<file path="src/sv/utd_pkg.sv">
// Shared types, constants and controller codes for the unitary trace distance block.
package utd_pkg;

	// Field and datapath widths
	localparam int SAMPLE_W = 16;
	localparam int PROD_W   = 2 * SAMPLE_W;
	localparam int TERM_W   = PROD_W + 1;
	localparam int ACC_W    = 40;
	localparam int MAG_SHIFT = 8;
	localparam int MAG_W    = ACC_W - MAG_SHIFT;
	localparam int SQ_W     = 2 * MAG_W;
	localparam int ROOT_W   = SQ_W / 2;
	localparam int ROWS_W   = 5;
	localparam int DIST_W   = 16;
	localparam int RAD_W    = 21;
	localparam int RAD_SHIFT = 10;

	// Fixed-point constants
	localparam logic signed [ACC_W-1:0] ACC_MAX = {1'b0, {(ACC_W-1){1'b1}}};
	localparam logic signed [ACC_W-1:0] ACC_MIN = {1'b1, {(ACC_W-1){1'b0}}};
	localparam logic [ROOT_W-1:0] ONE_Q20 = ROOT_W'(1) << 20;
	localparam logic [SQ_W-1:0] SQRT_BIT_INIT = SQ_W'(1) << (SQ_W - 2);
	localparam logic [ROWS_W-1:0] ROWS_RESET = ROWS_W'(2);

	// One input transaction
	typedef struct packed {
		logic signed [SAMPLE_W-1:0] pivot_real;
		logic signed [SAMPLE_W-1:0] pivot_imag;
		logic signed [SAMPLE_W-1:0] gate_real;
		logic signed [SAMPLE_W-1:0] gate_imag;
		logic                       last_element;
	} utd_item_t;

	// One result transaction
	typedef struct packed {
		logic [DIST_W-1:0] distance;
		logic              clamped;
	} utd_result_t;

	// Controller states
	typedef enum logic [3:0] {
		ST_ACC,
		ST_FLUSH,
		ST_SQUARE,
		ST_SUM,
		ST_MAG_GO,
		ST_MAG_WAIT,
		ST_DIV_GO,
		ST_DIV_WAIT,
		ST_RAD,
		ST_DIST_GO,
		ST_DIST_WAIT,
		ST_OUT
	} utd_state_t;

	// Controller to datapath
	typedef struct packed {
		logic take_item;
		logic acc_clear;
		logic square;
		logic sum;
		logic sqrt_start;
		logic sqrt_rad;
		logic div_start;
		logic set_clamp;
		logic rad_load;
		logic out_load;
	} utd_cmd_t;

	// Datapath to controller
	typedef struct packed {
		logic sqrt_done;
		logic div_done;
		logic rows_zero;
		logic over;
		logic out_free;
	} utd_stat_t;

endpackage

</file>
<file path="src/sv/utd_ctrl.sv">
// Controller: sequences accumulation and the finishing steps of one matrix pair.
module utd_ctrl (
	input  logic                 clk,
	input  logic                 arst_n,
	input  logic                 item_fire,
	input  logic                 item_last,
	input  utd_pkg::utd_stat_t   stat,
	output utd_pkg::utd_cmd_t    cmd
);

	utd_pkg::utd_state_t state_q, state_d;

	// State register
	always_ff @(posedge clk or negedge arst_n) begin
		if (!arst_n) begin
			state_q <= utd_pkg::ST_ACC;
		end else begin
			state_q <= state_d;
		end
	end

	// Next state
	always_comb begin
		state_d = state_q;
		case (state_q)
			utd_pkg::ST_ACC: begin
				if (item_fire && item_last) state_d = utd_pkg::ST_FLUSH;
			end
			utd_pkg::ST_FLUSH:  state_d = utd_pkg::ST_SQUARE;
			utd_pkg::ST_SQUARE: state_d = utd_pkg::ST_SUM;
			utd_pkg::ST_SUM:    state_d = utd_pkg::ST_MAG_GO;
			utd_pkg::ST_MAG_GO: state_d = utd_pkg::ST_MAG_WAIT;
			utd_pkg::ST_MAG_WAIT: begin
				if (stat.sqrt_done) begin
					state_d = stat.rows_zero ? utd_pkg::ST_OUT : utd_pkg::ST_DIV_GO;
				end
			end
			utd_pkg::ST_DIV_GO: state_d = utd_pkg::ST_DIV_WAIT;
			utd_pkg::ST_DIV_WAIT: begin
				if (stat.div_done) state_d = utd_pkg::ST_RAD;
			end
			utd_pkg::ST_RAD: begin
				state_d = stat.over ? utd_pkg::ST_OUT : utd_pkg::ST_DIST_GO;
			end
			utd_pkg::ST_DIST_GO: state_d = utd_pkg::ST_DIST_WAIT;
			utd_pkg::ST_DIST_WAIT: begin
				if (stat.sqrt_done) state_d = utd_pkg::ST_OUT;
			end
			utd_pkg::ST_OUT: begin
				if (stat.out_free) state_d = utd_pkg::ST_ACC;
			end
			default: state_d = utd_pkg::ST_ACC;
		endcase
	end

	// Commands
	always_comb begin
		cmd = '0;
		case (state_q)
			utd_pkg::ST_ACC:    cmd.take_item = 1'b1;
			utd_pkg::ST_FLUSH:  ;
			utd_pkg::ST_SQUARE: begin
				cmd.square    = 1'b1;
				cmd.acc_clear = 1'b1;
			end
			utd_pkg::ST_SUM:    cmd.sum = 1'b1;
			utd_pkg::ST_MAG_GO: cmd.sqrt_start = 1'b1;
			utd_pkg::ST_MAG_WAIT: begin
				cmd.set_clamp = stat.sqrt_done && stat.rows_zero;
			end
			utd_pkg::ST_DIV_GO: cmd.div_start = 1'b1;
			utd_pkg::ST_DIV_WAIT: ;
			utd_pkg::ST_RAD:    cmd.rad_load = 1'b1;
			utd_pkg::ST_DIST_GO: begin
				cmd.sqrt_start = 1'b1;
				cmd.sqrt_rad   = 1'b1;
			end
			utd_pkg::ST_DIST_WAIT: ;
			utd_pkg::ST_OUT:    cmd.out_load = stat.out_free;
			default: ;
		endcase
	end

endmodule
</file>
<file path="config.mk">
export PLATFORM = sky130hd
export DESIGN_NAME = utd_ctrl
export DESIGN_NICKNAME = d
export VERILOG_FILES = /design/src/sv/utd_pkg.sv /design/src/sv/utd_ctrl.sv
export SDC_FILE = /design/constraint.sdc
export NUM_CORES = 1
export LEC_CHECK = 0
export ABC_AREA = 1
export BUFFER_PORTS_ARGS = -buffer_cell sky130_fd_sc_hd__buf_2
export CAP_MARGIN = 25
export CORE_AREA = 2 2 39 41
export CTS_BUF_LIST = sky130_fd_sc_hd__clkbuf_2
export CTS_CLUSTER_DIAMETER = 200
export DETAILED_ROUTE_END_ITERATION = 8
export DIE_AREA = 0 0 41 43
export GPL_TIMING_DRIVEN = 0
export PLACE_DENSITY_LB_ADDON = 0.1
export SLEW_MARGIN = 5
export SYNTH_ARGS = -nofsm -noshare
export SYNTH_HDL_FRONTEND = slang
export SYNTH_SLANG_ARGS = --single-unit
</file>
<file path="constraint.sdc">
create_clock -name clk -period 1.17 [get_ports clk]
set_input_delay 0.0585 -clock clk [delete_from_list [all_inputs] [get_ports clk]]
set_output_delay 0.0585 -clock clk [all_outputs]
set_load 0.01 [all_outputs]
</file>
# After elaboration in Yosys (flattened, before gate mapping)
# Cells that the tools add are included.
[totals] out_inout_bits=10 wordCells=39 regBits=4
[classes] reduce_logical=5 eq_ne=16 n_mux=17
[op_table] operator="$pmux 4 s12" count=1
[op_table] operator="$mux 4" count=6
[op_table] operator="$eq 4x3->1 const B" count=4
[op_table] operator="$eq 4x4->1 const B" count=4
[op_table] operator="$ne 2x2->1 const B" count=5
[op_table] operator="$eq 4x2->1 const B" count=2
[op_table] operator="$mux 1" count=8
[op_table] operator="$reduce_and 5->1" count=1
[op_table] operator="$eq 4x1->1 const B" count=1
[op_table] operator="$logic_not 4->1" count=1
[op_table] operator="$mux 2" count=2
[op_table] operator="$logic_and 1x1->1" count=2
[op_table] operator="$reduce_or 2->1" count=1

# Longest topological paths before layout
[logic_depth] ltp_word=3 ltp_mapped=8

# Worst setup path after synthesis
# No wires, ideal clock.
[synth_timing] kind="flip-flop to flip-flop" startpoint="register state_q[0]" endpoint="register state_q[0]" setup_time_ps=117 path_buffers=0 path_stages_with_launch=9 arrival_ps=1058 synth_period_minus_slack_ps=1175 setup_slack_ps=-5 required_ps=1053 cell_sequence="dfrtp_1 -> nand2_2 -> inv_2 -> nand3_1 -> nand2_1 -> nor2_2 -> nand2_2 -> nand2_1 -> nand2_1"
[synth_via] elab_chain_len=3
[synth_lines] element="start: declaration" line="utd_ctrl.sv:11" rtl="utd_pkg::utd_state_t state_q, state_d;"
[synth_lines] element="start signal: assignment" line="utd_ctrl.sv:16" rtl="state_q <= utd_pkg::ST_ACC;"
[synth_lines] element="start signal: assignment" line="utd_ctrl.sv:18" rtl="state_q <= state_d;"
[synth_lines] element="$eq 4x3->1 (tied with other cells)" line="utd_ctrl.sv:25" rtl="case (state_q)"
[synth_lines] element="$ne 2x2->1 (no line)"
[synth_lines] element="$reduce_and 5->1 (no line)"
# Parallel ways exist; a longest one is shown, timed or not.
# A chain may end at the register's enable or synchronous reset.

# Worst setup path after layout
[layout_timing] startpoint="register state_q[1]" endpoint="register state_q[2]"
# Same word-level chain as after synthesis.

==> results.md <==
* Status: complete, but fails checks
* Failing checks: negative setup slack
* CTS tree: yes
* Most frequent cells in the layout: 17 x buf_2, 11 x nand2_1, 10 x nor2_1, 7 x nand2_2, 7 x nand3_1
* Largest regs: state_q (4)
* Hold Vio Cnt, Final at 0
* Yosys cell types at 16
* Worst setup EP type: register
* Io pins at 19
* Initial antenna violation count at 0
* Clock Latency Late Sink at about 0.20 ns
* # port buffers at 18
* Mapped Cells at 69
* Die height at 43 µm
* Gp weighted congestion at 0.7330
* Largest register FFs at 4
* Worst R2R Path Depth at 8
* Drt initial violations at 6
* Core Box Area at between 1000 and 1500 µm²
* CTS HTree Levels at 1
* Net total in the final layout at about 110
* Max-Cap Viols at 0
* PD cells at about 2500 nW/µm²
* First drt pass iteration count at 2
* Worst Path Arrival at roughly 1.3 ns
* Worst hold slack at 0.1934 ns
* Worst setup path endpoint: state_q[2]
* CP bufs+invs at 1
* Fin crit period at about 1.2 ns
* Largest net degree at the start of global routing at 8
* Avg Cell Area, Syn at about 5.9 µm²
* Via count at slightly above 500
* Share of the synthesized area in the top cell type at 24.77%
* DP Worst Slack at -0.1103 ns
* R2R setup slack at -0.06 ns
* CP Launch Type: register
* Largest Register: state_q
* Chip width at between 40 and 50 µm
* Largest area contributor in the netlist: dfrtp_1
* Commonest non-fill, non-tap cell in the layout: buf_2
* TNS Setup at -0.4876 ns
* Design Area, Final at 715.7 µm²
* Reg-to-Reg End: state_q[2]
* Area Growth Syn to Fin at 77.09%
* WP data required at ~1.3 ns
* ANT cells at 0
* Die area at roughly 1800 µm²
* Tot GR Track Use at between 15 and 20%
* Kind of critical path: register to register
* Vias in the first global route at 465
* Worst Path Max Fanout at 7
* Number of synthesis warnings at 0
* Maximum vdd drop at between 1 and 1.5 mV
* Clock sink total at 4
* Leakage at just under 0.4 nW
* Share of cells above drive strength 1 at roughly 62%
* Total CTS buffers at 3
* Seq cells post-synth at 4
* Clock transition at the registers of the reported paths at 0.04 ns
* Crit Reg-Reg Startpoint: state_q[1]
* Routed Antenna Nets at 0
* Global route overflow at 0
* Crit path depth at 8
* Via-to-Cell Ratio at ~4.5
* Critical-path cell list: nand2_4, inv_4, nand3_2, nand2_2, nor2_4, nand2_4, nand2_1, nand2_1
* Slew Limit Fails at 0
* Initial Util at about 30%
* Crit path from: state_q[1]
* Slowest Stage Delay on Critical Path at about 0.47 ns
* CP top delay family: simple AND/OR/NAND/NOR gates
* Dpl cells at 103
* Worst Skew at approximately 0.0018 ns
* First-pass GRT wire length at 1.800 mm
* Fmax at just over 0.8 GHz
* DP HPWL at ~800 µm
* Final Setup Violations at 10
* Slew HR at just under 90%
* Post-Place Cell Area at 519.2 µm²
* Routed WL at ~1.1 mm
* PnR worst setup slack at -0.06472 ns
* Top cells by area, synth: dfrtp_1 25%, nand2_1 17%, nand3_1 12%, nor2_1 12%, inv_1 6.5%
* Worst Hold Class: input port to async pin
* Final cell count without fillers at approximately 110
* Post-synthesis sequential area ratio at 24.77%
* Num rows at 14
* Worst Tran Pin Value at 0.1949 ns
* Final Cycle Share at 105.5%
* Unrepaired setup endpoints after global routing: yes
* Worst path slowest cell: dfrtp_2
* Longest Clk Path Bufs at 2
* DRC viols at 0
* Synthesized net count at 78
* Area of the mapped netlist at 404.1 µm²
* Routed len/inst at 9.310 µm
* Clock Root Buffer: clkbuf_2
metrics by stage:
stage / total power, mW / util, %
6_report: 1.790 / 51.72
5_1_grt: 1.991 / 51.72
4_1_cts: 1.579 / 46.56
3_5_place_dp: 1.170 / 37.52
3_3_place_gp: 1.178 / 37.52
2_1_floorplan: 0.9358 / -
timing repair:
item                                    in CTS  in global routing
pin swaps                                   11                  6
hold buffers                                 1                  0
gates resized for setup                     19                 15
endpoints found under the setup margin      14                 14
buffers inserted                             5                  1
endpoints found under the hold margin        4                  0
cell families after synthesis:
group | share of synthesized area [%]
flops | 24.77
buf+inv | 10.22
simple gates | 57.59
compound gates | 7.431
Yosys cell counts:
cell      n
nand3_1  10
nor2_1   13
dfrtp_1   4
nand2_2   3
a21oi_1   2
nand2_4   1
buf_4     1
nand2_1  18
o21ai_0   1
o21ai_2   1
nor3_2    1
nor3b_1   1
nor2_2    3
inv_1     7
o22ai_1   1
inv_2     2
how the worst min path moves through the flow:
stage | from | to | slack (ns) | depth (start not counted)
final | arst_n | state_q[3] | 0.19 | 2
after global routing | arst_n | state_q[3] | 0.18 | 2
after CTS | arst_n | state_q[3] | 0.17 | 2
after detailed placement | arst_n | state_q[3] | -0.14 | 1
after global placement | arst_n | state_q[3] | -0.14 | 1
after floorplan | arst_n | state_q[0] | -0.24 | 0
metal layers:
metal  track usage [%]  share of wire (%)
met5                 0                  0
met4             10.00                  0
met3             3.141                3.1
met2             22.50                 55
met1             19.34                 42
where the power goes:
group | switching [mW] | internal, mW
logic | 0.715 | 0.592
clock network | 0.0488 | 0.0689
registers | 0.149 | 0.216
total | 0.913 | 0.877
layout make-up:
| type | instances | area (µm²) |
|---|---|---|
| timing repair buffer | 25 | 171.4 |
| inverter | 9 | 38.79 |
| clock buffer | 3 | 15.01 |
| tap | 16 | 20.02 |
| buffer | 1 | 7.507 |
| sequential | 4 | 105.1 |
| multi-input combinational | 55 | 357.8 |
| fill | 144 | 668.1 |
Power figures use the tool's default switching activity.
